File: config.mk
export PLATFORM = sky130hd
export DESIGN_NAME = string_escape_decoder
export DESIGN_NICKNAME = d
export VERILOG_FILES = /design/src/design/sed_pkg.sv /design/src/design/sed_decode.sv /design/src/design/string_escape_decoder.sv
export SDC_FILE = /design/constraint.sdc
export NUM_CORES = 1
export LEC_CHECK = 0
export ABC_AREA = 1
export BUFFER_PORTS_ARGS = -buffer_cell sky130_fd_sc_hd__buf_2
export CORE_ASPECT_RATIO = 0.5
export CORE_MARGIN = 4
export CORE_UTILIZATION = 40
export CTS_CLUSTER_SIZE = 40
export DETAILED_ROUTE_END_ITERATION = 16
export PLACE_DENSITY = 0.66
export SETUP_SLACK_MARGIN = 0.5
export SYNTH_ARGS = -nofsm -noshare
export SYNTH_HDL_FRONTEND = slang
export SYNTH_SLANG_ARGS = --single-unit
File: constraint.sdc
create_clock -name clock -period 8.8 [get_ports clock]
set_input_delay 2.2 -clock clock [delete_from_list [all_inputs] [get_ports clock]]
set_output_delay 2.2 -clock clock [all_outputs]
set_load 0.05 [all_outputs]
File: src/design/sed_pkg.sv
// shared types, codes and the letter escape table for the string escape decoder
package sed_pkg;

   // decoder mode
   typedef enum logic [1:0] {
      MODE_NORMAL,
      MODE_ESCAPE,
      MODE_DECIMAL,
      MODE_ERROR
   } mode_type;

   // status codes reported on the final result of a string
   localparam logic [1:0] STATUS_OK         = 2'd0;
   localparam logic [1:0] STATUS_BAD_ESCAPE = 2'd1;
   localparam logic [1:0] STATUS_OVERFLOW   = 2'd2;

   // ascii codes used by the decoder
   localparam logic [7:0] CHAR_ZERO      = 8'h30;
   localparam logic [7:0] CHAR_NINE      = 8'h39;
   localparam logic [7:0] CHAR_BACKSLASH = 8'h5C;

   // largest decimal escape value that fits a byte
   localparam logic [11:0] BYTE_MAX = 12'd255;

   // input transaction
   typedef struct packed {
      logic [7:0] char_in;
      logic       end_of_string;
   } req_type;

   // result transaction
   typedef struct packed {
      logic [7:0] char_out;
      logic       char_valid;
      logic [1:0] status;
      logic       string_done;
      logic       run_last;
   } rsp_type;

   // up to two results caused by one input transaction
   typedef struct packed {
      logic [1:0] count;
      rsp_type    first;
      rsp_type    second;
   } pair_type;

   // letter escape lookup: bit 8 set when the letter is a known escape
   function automatic logic [8:0] letter_escape(input logic [7:0] ch);
      logic [8:0] code;
      unique case (ch)
         8'h5C:   code = {1'b1, 8'd92};  // backslash
         8'h6E:   code = {1'b1, 8'd10};  // n
         8'h74:   code = {1'b1, 8'd9};   // t
         8'h72:   code = {1'b1, 8'd13};  // r
         8'h62:   code = {1'b1, 8'd8};   // b
         8'h66:   code = {1'b1, 8'd12};  // f
         8'h76:   code = {1'b1, 8'd11};  // v
         8'h61:   code = {1'b1, 8'd7};   // a
         8'h27:   code = {1'b1, 8'd39};  // single quote
         8'h22:   code = {1'b1, 8'd34};  // double quote
         default: code = 9'd0;
      endcase
      return code;
   endfunction

   // build one result
   function automatic rsp_type make_rsp(input logic [7:0] ch, input logic valid,
                                        input logic [1:0] st, input logic done);
      rsp_type r;
      r.char_out    = ch;
      r.char_valid  = valid;
      r.status      = st;
      r.string_done = done;
      r.run_last    = 1'b0;
      return r;
   endfunction

endpackage

File: src/design/sed_decode.sv
// escape decoding state machine: mode state plus the per-byte result logic
module sed_decode #(
   parameter int MAX_DIGITS = 3
) (
   input  logic              clock,
   input  logic              reset,
   input  logic              advance,
   input  sed_pkg::req_type  item,
   output sed_pkg::pair_type pair
);
   import sed_pkg::*;

   localparam logic [1:0] DigitLimit = 2'(MAX_DIGITS);

   mode_type    mode_ff, mode_in;
   logic [7:0]  dval_ff, dval_in;
   logic [1:0]  dcnt_ff, dcnt_in;
   logic [1:0]  err_ff, err_in;

   logic        is_digit;
   logic [7:0]  digit;
   logic [11:0] value;
   logic [8:0]  esc;
   logic        plain;
   logic [1:0]  n;
   rsp_type     res [2];

   // state registers
   always_ff @(posedge clock) begin
      if (reset) begin
         mode_ff <= MODE_NORMAL;
         dval_ff <= '0;
         dcnt_ff <= '0;
         err_ff  <= STATUS_OK;
      end else if (advance) begin
         mode_ff <= mode_in;
         dval_ff <= dval_in;
         dcnt_ff <= dcnt_in;
         err_ff  <= err_in;
      end
   end

   // next state and results for the current byte
   always_comb begin
      mode_in  = mode_ff;
      dval_in  = dval_ff;
      dcnt_in  = dcnt_ff;
      err_in   = err_ff;
      plain    = 1'b0;
      n        = 2'd0;
      res[0]   = '0;
      res[1]   = '0;
      is_digit = (item.char_in >= CHAR_ZERO) && (item.char_in <= CHAR_NINE);
      digit    = item.char_in - CHAR_ZERO;
      value    = {1'b0, dval_ff, 3'b000} + {3'b000, dval_ff, 1'b0} + {4'd0, digit};
      esc      = letter_escape(item.char_in);

      unique case (mode_ff)
         MODE_NORMAL: begin
            plain = 1'b1;
         end
         MODE_ESCAPE: begin
            if (is_digit) begin
               dval_in = digit;
               dcnt_in = 2'd1;
               mode_in = MODE_DECIMAL;
               if (2'd1 >= DigitLimit) begin
                  res[n[0]] = make_rsp(digit, 1'b1, STATUS_OK, 1'b0);
                  n         = n + 2'd1;
                  mode_in   = MODE_NORMAL;
                  dcnt_in   = 2'd0;
               end
            end else if (esc[8]) begin
               res[n[0]] = make_rsp(esc[7:0], 1'b1, STATUS_OK, 1'b0);
               n         = n + 2'd1;
               mode_in   = MODE_NORMAL;
            end else begin
               mode_in = MODE_ERROR;
               err_in  = STATUS_BAD_ESCAPE;
            end
         end
         MODE_DECIMAL: begin
            if (is_digit) begin
               if (value > BYTE_MAX) begin
                  mode_in = MODE_ERROR;
                  err_in  = STATUS_OVERFLOW;
               end else begin
                  dval_in = value[7:0];
                  dcnt_in = dcnt_ff + 2'd1;
                  if (dcnt_in >= DigitLimit) begin
                     res[n[0]] = make_rsp(value[7:0], 1'b1, STATUS_OK, 1'b0);
                     n         = n + 2'd1;
                     mode_in   = MODE_NORMAL;
                     dcnt_in   = 2'd0;
                  end
               end
            end else begin
               // pending decimal byte first, then the ending byte as plain text
               res[n[0]] = make_rsp(dval_ff, 1'b1, STATUS_OK, 1'b0);
               n         = n + 2'd1;
               mode_in   = MODE_NORMAL;
               dcnt_in   = 2'd0;
               plain     = 1'b1;
            end
         end
         MODE_ERROR: begin
            plain = 1'b0;
         end
         default: begin
            plain = 1'b0;
         end
      endcase

      // ordinary byte
      if (plain) begin
         if (item.char_in == CHAR_BACKSLASH) begin
            mode_in = MODE_ESCAPE;
         end else if (n != 2'd2) begin
            res[n[0]] = make_rsp(item.char_in, 1'b1, STATUS_OK, 1'b0);
            n         = n + 2'd1;
         end
      end

      // end of string: close out and return to reset state
      if (item.end_of_string) begin
         if (mode_in == MODE_DECIMAL) begin
            if (n != 2'd2) begin
               res[n[0]] = make_rsp(dval_in, 1'b1, STATUS_OK, 1'b1);
               n         = n + 2'd1;
            end
         end else if (mode_in == MODE_ESCAPE) begin
            if (n != 2'd2) begin
               res[n[0]] = make_rsp(8'd0, 1'b0, STATUS_BAD_ESCAPE, 1'b1);
               n         = n + 2'd1;
            end
         end else if (mode_in == MODE_ERROR) begin
            if (n != 2'd2) begin
               res[n[0]] = make_rsp(8'd0, 1'b0, err_in, 1'b1);
               n         = n + 2'd1;
            end
         end else if (n == 2'd0) begin
            res[0] = make_rsp(8'd0, 1'b0, STATUS_OK, 1'b1);
            n      = 2'd1;
         end else begin
            res[~n[0]].string_done = 1'b1;
         end
         mode_in = MODE_NORMAL;
         dval_in = '0;
         dcnt_in = '0;
         err_in  = STATUS_OK;
      end

      // mark the last result of this byte
      if (n != 2'd0) begin
         res[~n[0]].run_last = 1'b1;
      end

      pair.count  = n;
      pair.first  = res[0];
      pair.second = res[1];
   end

endmodule

File: src/design/string_escape_decoder.sv
// top level of the string escape decoder: input register, decoder, result buffer
//
//   channel | direction | handshake           | payload
//   req     | in        | req_valid/req_stall | sed_pkg::req_type (char_in, end_of_string)
//   rsp     | out       | rsp_valid/rsp_stall | sed_pkg::rsp_type (char_out .. run_last)
//
// one input byte per cycle while results are not stalled; a two-result byte stalls the input
// from input acceptance to first result a byte passes the input register and the result buffer
// the result buffer takes a decoded byte when empty or when its one entry leaves that cycle
// synchronous active-high reset clears the mode state and both handshake stages
// a stalled result holds its payload while the input register can still take one byte
module string_escape_decoder #(
   parameter int MAX_DIGITS = 3
) (
   input  logic             clock,
   input  logic             reset,
   input  logic             req_valid,
   output logic             req_stall,
   input  sed_pkg::req_type req_data,
   output logic             rsp_valid,
   input  logic             rsp_stall,
   output sed_pkg::rsp_type rsp_data
);
   import sed_pkg::*;

   req_type    item_ff, item_in;
   logic       item_valid_ff, item_valid_in;
   rsp_type    slot0_ff, slot0_in;
   rsp_type    slot1_ff, slot1_in;
   logic [1:0] count_ff, count_in;

   pair_type   pair;
   logic       pop;
   logic       move;
   logic       take;

   // decoder
   sed_decode #(
      .MAX_DIGITS(MAX_DIGITS)
   ) u_decode (
      .clock   (clock),
      .reset   (reset),
      .advance (move),
      .item    (item_ff),
      .pair    (pair)
   );

   // handshake control
   assign pop       = (count_ff != 2'd0) && !rsp_stall;
   assign move      = item_valid_ff && ((count_ff == 2'd0) || ((count_ff == 2'd1) && pop));
   assign req_stall = item_valid_ff && !move;
   assign take      = req_valid && !req_stall;
   assign rsp_valid = (count_ff != 2'd0);
   assign rsp_data  = slot0_ff;

   // next values of input register and result buffer
   always_comb begin
      item_in       = take ? req_data : item_ff;
      item_valid_in = take ? 1'b1 : (move ? 1'b0 : item_valid_ff);
      slot0_in      = slot0_ff;
      slot1_in      = slot1_ff;
      count_in      = count_ff;
      if (move) begin
         slot0_in = pair.first;
         slot1_in = pair.second;
         count_in = pair.count;
      end else if (pop) begin
         slot0_in = slot1_ff;
         count_in = count_ff - 2'd1;
      end
   end

   // control registers
   always_ff @(posedge clock) begin
      if (reset) begin
         item_valid_ff <= 1'b0;
         count_ff      <= 2'd0;
      end else begin
         item_valid_ff <= item_valid_in;
         count_ff      <= count_in;
      end
   end

   // payload registers
   always_ff @(posedge clock) begin
      item_ff  <= item_in;
      slot0_ff <= slot0_in;
      slot1_ff <= slot1_in;
   end

`ifndef SYNTH
   // buffer never holds more than two results
   a_count_bound: assert property (@(posedge clock) disable iff (reset)
      count_ff != 2'd3)
      else $error("result buffer over two entries");

   // input only stalls while a byte waits in the input register
   a_stall_needs_item: assert property (@(posedge clock) disable iff (reset)
      req_stall |-> item_valid_ff)
      else $error("input stalled with empty input register");

   // a full buffer that delivers drops to one entry without a new load
   a_full_drain: assert property (@(posedge clock) disable iff (reset)
      (count_ff == 2'd2) && !rsp_stall |=> count_ff == 2'd1)
      else $error("full buffer did not drain by one");

   // the second buffered result moves to the head after delivery
   a_shift: assert property (@(posedge clock) disable iff (reset)
      (count_ff == 2'd2) && !rsp_stall |=> rsp_data == $past(slot1_ff))
      else $error("second result not shifted to head");
`endif

endmodule

==> results.yml, run 1 <==
status:
  outcome: "completed"
clocking:
  hold_buffers: 0
  clockBufferDepth: 2
  worstSkewPairLatency_ns: 0.31
  cts_max_level: 2
  cts_resized: 0
  postCtsSetupBuffers: 0
  numClockSinks: 52
  cts_inserted_buffers: 5
  clk_pin_slew_ns: 0.07
  cts_tree: "yes"
  root_buffer: "clkbuf_16"
min_path:
  hold_path_class: "reg -> reg"
  worstHoldStart: "u_decode.err_ff[0]"
  min_to: "u_decode.err_ff[0]"
  hold_depth: 2
critical_path:
  worstPathMaxFanout: 2
  rr_worst_depth: 28
  critPathRequiredTime_ns: 6.60
  worst-r2r-setup-slack_ns: 3.87
  cp_slowest_cell: "buf_2"
  crit_path_end_kind: "output port"
  setup.worst_path.start_class: "input port"
  critical_path.cell_chain: "buf_2, inv_1, a21oi_1, inv_1, nor2_1, buf_2"
  cpPeakStageDelay_ns: 0.28
  r2r-start: "item_ff[5]"
  arrival_ns: 2.98
  worstSetupPathType: "in -> out"
  regToRegEndpoint: "slot1_ff[0]"
power:
  p_per_area_mw_per_mm2: 147
  internal_power_uw: 453
  power_frac_comb: 0.278
  swShare: 0.362
  ir_drop_mv: 0.0676
  p_sw_uw: 258
  leakage_uw: 0.00218
  seqPwrFrac: 0.438
  power_frac_clock: 0.284
routing:
  wl_per_cell_um: 14.4
  wl_met2_um: 4500
  wl_met3_um: 801
  num_vias: 3957
  drt_first_iter_violations: 255
  drt-met1-wl_um: 5690
  drtAntennaViolNets: 0
  route.detailed.drc: 0
  top_layer: "met4"
  vias_per_cell: 5.12
  drt_wl_total_um: 11100
  dr.pass1.iters: 4
final_layout:
  fin_nets: 677
  area_growth_pct: 9.29
  post_route_cells_drive_above_1_share: 0.142
  antenna_cells: 0
  design_area_mm2: 0.00483
placed_design:
  place_ws_ns: 3.63
  placed_area_mm2: 0.00468
  gp_congestion: 0.916
  dpl.hpwl_um: 8730
  io_buffers: 27
yosys:
  synthSimpleGateAreaFrac: 0.336
  synth_ff_type: "edfxtp_1"
  synth_nets: 655
  ys_ff_latch: 52
  synth-edff-count: 35
  ys_async_sr_fraction: 0
  ys_warn_count: 0
  synth-xor-area-share: 0.0119
  synth.distinct_cells: 50
  syn_area_mm2: 0.00442
  synthAdderAreaFrac: 0.101
  synthMuxAreaShare: 0
  synth_top_family_by_area: "simple AND/OR/NAND/NOR gates"
  syn_inst: 610
  synth-compound-area-share: 0.138
  syn_area_per_cell_um2: 7.24
  synth-seq-area-share: 0.315
sta:
  maxSlewHeadroom: 0.357
  skew_ns: 0.00658
  worst_pin_slew_ns: 0.962
  fin_crit_ns: 5.18
  tns_ns: 0
  setup_violations: 0
  fin_crit_sh: 0.588
  max_freq_mhz: 193
  rsz0062_at_grt: "no"
  final_max_slew_viol_count: 0
  fin_ws_ns: 3.62
  hold_viol: 0
grt:
  grt_max_degree: 30
  grt_use_total: 0.184
  overflow: 0
  grt_pass1_vias: 3705
  grt_antenna_before_repair: 0
  grt_pass1_wl_um: 18700
die:
  core_mm2: 0.0105
  io-pin-count: 28
  die-area_mm2: 0.0129
  fp.dieH_um: 82.3
  start_util: 0.422
  die-width_um: 157
  rows: 26
run:
  cap_violations: 0
logic make-up (layout without fill, tap and decap cells):
| kind of cell | after synthesis | after routing |
|---|---|---|
| adder cells (fa/ha/maj) | 32 | 32 |
| AO/OA/AOI/OAI | 108 | 108 |
| AND/OR/NAND/NOR | 302 | 302 |
| XOR/XNOR | 6 | 6 |
| flip-flops | 52 | 52 |
| buffers and inverters | 110 | 133 |
worst max-delay path: cells and delay by family:
kind | cells | cell delay [ns]
buffers and inverters | 4 | 0.47
AND/OR/NAND/NOR | 1 | 0.11
AO/OA/AOI/OAI | 1 | 0.20
state kept, by name (all words and copies together) (netlist names):
name and cells:
count_ff 2, item_ff 9, item_valid_ff 1, rsp_data 13
slot1_ff 13, u_decode.dcnt_ff 2, u_decode.dval_ff 8, u_decode.err_ff 2
u_decode.mode_ff 2
Yosys cell counts (all sizes together) (7+ instances only):
library cell	number	area, um^2
a21oi	44	220
buf	7	38.8
clkbuf	7	26.3
dfxtp	17	340
edfxtp	35	1050
ha	26	325
inv	95	364
nand2	157	668
nand3	41	263
nand4	10	83.8
nor2	85	414
o211ai	7	52.6
o21ai	42	225
cells in the final DEF, fill, tap and decap left out, drive strengths merged, types with 4 or more instances in the layout:
cell type / instances
xor2: 4
clkbuf: 5
ha: 26
o211ai: 7
edfxtp: 35
nand3: 41
nor2: 85
buf: 29
o21ai: 42
dfxtp: 17
inv: 96
nand2: 157
nor3: 4
nand4: 10
fa: 6
a21oi: 44
how the worst max path moves through the flow:
stage	start	end	depth (start not counted)
floorplan	rsp_stall	req_stall	4
global placement	rsp_stall	req_stall	6
detailed placement	rsp_stall	req_stall	6
CTS	rsp_stall	req_stall	6
global route	item_ff[5]	slot1_ff[0]	28
finish	rsp_stall	req_stall	6
metrics by stage:
step | std cells | power [uW] | hold WS (ns) | util
finish | 773 | 711 | 0.472 | 0.461
detailed placement | 765 | 514 | 0.464 | 0.447
global route | 773 | 747 | 0.484 | 0.461
floorplan | 610 | 466 | 0.445 | -
CTS | 773 | 717 | 0.473 | 0.461
global placement | 765 | 512 | 0.454 | 0.447
power groups by stage:
stage | sequential, uW | clock [uW] | combinational (uW)
4_1_cts | 311 | 207 | 198
6_report | 311 | 202 | 198
3_3_place_gp | 316 | 0 | 196
3_5_place_dp | 317 | 0 | 197
2_1_floorplan | 367 | 0 | 99.1
5_1_grt | 315 | 216 | 216
cell type report:
cell class / count / area [um^2]
clock inverter: 3 / 22.5
inverter: 96 / 368
tap: 140 / 175
sequential: 52 / 1390
timing repair buffer: 29 / 150
multi-input combinational: 448 / 2590
clock buffer: 5 / 125
fill: 1061 / 5650
metal layers:
metal | global-route usage | vias to the layer above
li1 | - | 2033
met1 | 0.267 | 1788
met2 | 0.283 | 126
met3 | 0.0359 | 10
met4 | 0.0476 | 0
met5 | 0 | -
Note: power is estimated with default switching activity, not from simulation.
==> run 2, diff against run 1 <==
Settings changed: PLACE_DENSITY 0.66 to 0.69.
Clock period 8.8 ns to 4.6 ns, I/O delays scaled along.
==> run 2 against run 1 <==
Net effect: sequential power rose by 91%; combinational power increased by 130%; sequential share of layout area is 3.8 points lower; critical path type is now reg -> reg; cell area rose by 15%; sequential cell count unchanged; largest power group unchanged; clock skew barely moved; critical path depth rose by 24; critical endpoint is now slot1_ff[8]; clock power up 92%; via count up 9.1%; wire length rose by 13%; hold slack improved by 0.0021 ns.
==> results.yml, run 2 (synthesized netlist as in run 1, its figures left out) <==
power:
  p_per_area_mw_per_mm2: 258
  leakage_uw: 0.00246
  ir_drop_mv: 0.128
critical_path:
  critPathRequiredTime_ns: 4.65
  regToRegEndpoint: "slot1_ff[8]"
  setup.worst_path.start_class: "flop"
  crit_path_end_kind: "flop"
  worst-r2r-setup-slack_ns: 0.45
  r2r-start: "item_ff[5]"
  cp_slowest_cell: "edfxtp_1"
  rr_worst_depth: 30
  arrival_ns: 4.20
  critPathMostFrequentCell: "nand2_4"
  worstSetupPathType: "reg -> reg"
  cpPeakStageDelay_ns: 0.48
  worstPathMaxFanout: 8
sta:
  fin_crit_ns: 4.15
  hold_viol: 0
  skew_ns: 0.00672
  rsz0062_at_grt: "yes"
  maxSlewHeadroom: 0.528
  max_freq_mhz: 241
  setup_violations: 0
  tns_ns: 0
  final_max_slew_viol_count: 0
  worst_pin_slew_ns: 0.700
  fin_crit_sh: 0.902
routing:
  drt_first_iter_violations: 268
  wl_per_cell_um: 15.5
  drtAntennaViolNets: 0
  drt_wl_total_um: 12600
  num_vias: 4319
  vias_per_cell: 5.31
  dr.pass1.iters: 5
  route.detailed.drc: 0
final_layout:
  instances_no_fill: 814
  multi_input_area_mm2: 0.00299
  fin_nets: 718
  layout_commonest_cell: "nand2_1"
  seqCellArea_mm2: 0.00139
  antenna_cells: 0
  area_growth_pct: 25.8
  num-fill-cells: 981
  final_cell_mix: "130 x nand2_1, 67 x inv_1, 66 x nor2_1"
  post_route_cells_drive_above_1_share: 0.303
placed_design:
  dp_cells: 769
  gp_congestion: 0.982
  io_buffers: 27
  dpl.hpwl_um: 8740
grt:
  overflow: 0
  grt_antenna_before_repair: 0
  grt_pass1_wl_um: 19600
  grt_max_degree: 29
  grt_pass1_vias: 3886
  grt_use_total: 0.192
clocking:
  root_buffer: "clkbuf_16"
  worstSkewPairLatency_ns: 0.30
  hold_buffers: 0
  cts_tree: "yes"
  numClockSinks: 52
  clockBufferDepth: 2
  cts_max_level: 2
  clk_pin_slew_ns: 0.07
  cts_inserted_buffers: 5
run:
  cap_violations: 0
die:
  io-pin-count: 28
  die-area_mm2: 0.0129
  core_mm2: 0.0105
  start_util: 0.422
  fp.dieH_um: 82.3
  die-width_um: 157
  rows: 26
min_path:
  hold_depth: 2
  worstHoldStart: "u_decode.err_ff[0]"
  min_to: "u_decode.err_ff[0]"
  hold_path_class: "reg -> reg"
status:
  outcome: "completed"
==> run 2: where the power goes <==
part / leakage (uW) / switching, uW / internal, uW
registers: 0.000475 / 21.8 / 573
clock network: 0.0000671 / 184 / 204
logic: 0.00191 / 319 / 134
==> run 2: repair_timing <==
action	4_1_cts	5_1_grt
resized for setup	40	65
endpoints found under the setup margin	28	28
buffers inserted	20	17
pin swaps	14	37
==> run 2: how the worst max path moves through the flow <==
stage / startpoint / to / slack (ns) / cells after the start
final: item_ff[5] / slot1_ff[8] / 0.45 / 30
after global routing: item_ff[5] / slot1_ff[8] / 0.19 / 28
after CTS: item_ff[5] / slot1_ff[8] / 0.49 / 28
after detailed placement: item_ff[5] / rsp_data[5] / 0.04 / 29
after global placement: item_ff[5] / rsp_data[4] / 0.14 / 26
after floorplan: item_ff[5] / rsp_data[5] / 0.51 / 28
==> run 2: critical path, delay by kind of cell (launching register included) <==
family                   cells  cell delay [ns]
flip-flops                   1             0.48
buffers and inverters        8             0.64
XOR/XNOR                     1             0.19
adder cells (fa/ha/maj)      4             1.12
AND/OR/NAND/NOR             14             1.03
AO/OA/AOI/OAI                3             0.44
==> run 2: through the flow <==
stage          hold slack, ns  cell area, um^2  power, uW   util  setup slack (ns)
2_1_floorplan           0.445             4440        893      -             0.513
4_1_cts                 0.472             5180       1410  0.495             0.489
6_report                0.474             5550       1440  0.530             0.450
3_3_place_gp            0.456             4730        984  0.452             0.139
3_5_place_dp            0.462             4730        989  0.452            0.0398
5_1_grt                 0.511             5550       1500  0.530             0.189
==> run 2: layout make-up <==
type | count | area share
clock inverter | 2 | 0.00293
timing repair buffer | 70 | 0.0838
inverter | 96 | 0.0689
clock buffer | 6 | 0.0232
tap | 140 | 0.0315
multi-input combinational | 448 | 0.539
sequential | 52 | 0.251
==> run 2: metal layers <==
| layer | track usage | up-vias | part of all wire |
|---|---|---|---|
| li1 | - | 2124 | - |
| met1 | 0.272 | 2002 | 0.46 |
| met2 | 0.302 | 179 | 0.44 |
| met3 | 0.0385 | 14 | 0.093 |
| met4 | 0.0494 | 0 | 0.011 |
| met5 | 0 | - | 0 |
==> run 3, diff against run 2 <==
Settings changed: PLACE_DENSITY 0.69 to 0.66, SYNTH_HIERARCHICAL set to 1.
Clock period 4.6 ns to 4.55 ns, I/O delays scaled along.
==> run 3 against run 2 <==
Net effect: register-to-register slack got worse by 0.17 ns; maximum frequency decreased by 2.7%; clock power increased by 3%; power increased by 4.0%; die area increased by 0.34%; clock-buffer cell count unchanged; first-iteration DRC count increased by 53%; critical endpoint is now rsp_data[7]; highest routed layer unchanged.
==> results.yml, run 3 <==
sta:
  rsz0062_at_grt: "yes"
  max_freq_mhz: 234
  worst_pin_slew_ns: 1.01
  hold_viol: 0
  final_max_slew_viol_count: 0
  setup_violations: 0
  fin_crit_sh: 0.938
  skew_ns: 0.0100
  maxSlewHeadroom: 0.326
  fin_crit_ns: 4.27
  tns_ns: 0
yosys:
  ys_async_sr_fraction: 0
  synth_most_common_cell: "nand2_1"
  synth_area_leader_cell: "edfxtp_1"
  synth-seq-area-share: 0.314
  ys_ff_latch: 52
  syn_area_mm2: 0.00443
  synth_top_area_share: 0.237
  synth.distinct_cells: 52
  synth.top_cells.by_count: "181 x nand2_1, 80 x inv_1, 43 x nand3_1"
  synth_ff_type: "edfxtp_1"
  ys_warn_count: 6
  synthTopCellsByArea: "edfxtp_1 24%, nand2_1 15%, dfxtp_1 7.7%, ha_1 7.1%, inv_1 6.8%"
  synth_nets: 661
  syn_inst: 617
  synth-edff-count: 35
  syn_area_per_cell_um2: 7.18
clocking:
  clockBufferDepth: 2
  numClockSinks: 52
  cts_max_level: 2
  worstSkewPairLatency_ns: 0.31
  hold_buffers: 0
  cts_inserted_buffers: 5
  root_buffer: "clkbuf_16"
  cts_tree: "yes"
  clk_pin_slew_ns: 0.08
grt:
  grt_use_total: 0.214
  grt_pass1_wl_um: 21300
  grt_antenna_before_repair: 0
  grt_max_degree: 30
  grt_pass1_vias: 3936
  overflow: 0
min_path:
  hold_depth: 2
  worstHoldStart: "u_decode/err_ff[1]"
  hold_path_class: "reg -> reg"
  min_to: "u_decode/err_ff[1]"
routing:
  dr.pass1.iters: 5
  drtAntennaViolNets: 0
  drt_first_iter_violations: 411
  vias_per_cell: 5.34
  drt_wl_total_um: 13600
  num_vias: 4327
  route.detailed.drc: 0
  wl_per_cell_um: 16.7
critical_path:
  r2r-start: "item_ff[6]"
  regToRegEndpoint: "rsp_data[7]"
  critPathRequiredTime_ns: 4.61
  crit_family: "simple AND/OR/NAND/NOR gates"
  path_buf_inv: 4
  cp_slowest_cell: "edfxtp_1"
  cpPeakStageDelay_ns: 0.51
  worstSetupPathType: "reg -> reg"
  worstPathMaxFanout: 8
  rr_worst_depth: 29
  arrival_ns: 4.33
  setup.worst_path.start_class: "flop"
  crit_path_end_kind: "flop"
  crit_start: "item_ff[6]"
  critPathMostFrequentCell: "nand2_1"
  worst-r2r-setup-slack_ns: 0.28
final_layout:
  finish.utilization: 0.509
  instances_no_fill: 811
  final_cell_mix: "157 x nand2_1, 74 x inv_1, 43 x nand2_2"
  post_route_cells_drive_above_1_share: 0.280
  antenna_cells: 0
  num-fill-cells: 1013
  fin_nets: 714
  design_area_mm2: 0.00535
  area_growth_pct: 20.6
  layout_commonest_cell: "nand2_1"
die:
  core_mm2: 0.0105
  fp.dieH_um: 82.4
  io-pin-count: 28
  die-width_um: 157
  rows: 26
  die-area_mm2: 0.0129
  start_util: 0.422
power:
  ir_drop_mv: 0.138
  leakage_uw: 0.00246
  p_per_area_mw_per_mm2: 279
run:
  cap_violations: 0
placed_design:
  placed_area_mm2: 0.00479
  dpl.hpwl_um: 10000
  io_buffers: 27
  dp_cells: 785
  gp_congestion: 0.974
status:
  outcome: "completed"
[run 3: worst max path at each step]
stage	endpoint	slack, ns	cells after the start
2_1_floorplan	rsp_data[11]	0.51	29
3_3_place_gp	rsp_data[12]	0.009	28
3_5_place_dp	rsp_data[5]	-0.08	29
4_1_cts	rsp_data[6]	0.41	28
5_1_grt	rsp_data[8]	-0.004	29
6_report	rsp_data[7]	0.28	29
[run 3: worst register-to-register path, delay by kind of cell, from the launching register on]
family | cells | cell delay (ns)
and+or+nand+nor | 18 | 1.42
adders and majority gates | 4 | 1.13
DFF | 1 | 0.51
AOI/OAI and AO/OA | 2 | 0.43
buffers and inverters | 4 | 0.31
xor gates and xnor gates | 1 | 0.18
[run 3: what timing repair did]
action / CTS / global route
pin swaps: 28 / 29
setup buffers: 14 / 4
cloned: 0 / 0
endpoints found under the hold margin: 0 / 0
endpoints found under the setup margin: 27 / 29
gates resized for setup: 33 / 34
[run 3: routing by layer]
| layer | track usage | routed length [um] |
|---|---|---|
| met1 | 0.314 | 6610 |
| met2 | 0.315 | 5490 |
| met3 | 0.0557 | 1300 |
| met4 | 0.0502 | 183 |
| met5 | 0 | 0 |
[run 3: cell families after synthesis]
logic type,share of synthesized area
simple gates,0.342
compound gates,0.137
buf+inv,0.0977
flops,0.314
fa+ha+maj,0.0977
xor+xnor,0.0119
[run 3: metrics by stage]
step | hold WS, ns | total power, uW | setup WS (ns)
floorplan | 0.445 | 968 | 0.511
global placement | 0.454 | 1060 | 0.00855
detailed placement | 0.460 | 1070 | -0.0778
CTS | 0.471 | 1490 | 0.414
global route | 0.488 | 1560 | -0.00379
finish | 0.466 | 1490 | 0.283
[run 3: area by class of cell]
cell class / count / area (um^2) / area share
multi-input cells: 461 / 2900 / 0.542
inverters: 91 / 360 / 0.0674
repair buffers: 59 / 375 / 0.0702
flip-flops and latches: 52 / 1390 / 0.260
clock buffers: 6 / 129 / 0.0241
clock inverters: 2 / 16.3 / 0.00304
well taps: 140 / 175 / 0.0328
[run 3: power breakdown]
group | switching, uW | total (uW) | internal [uW]
logic | 353 | 482 | 129
registers | 26.2 | 611 | 585
clock network | 193 | 399 | 206
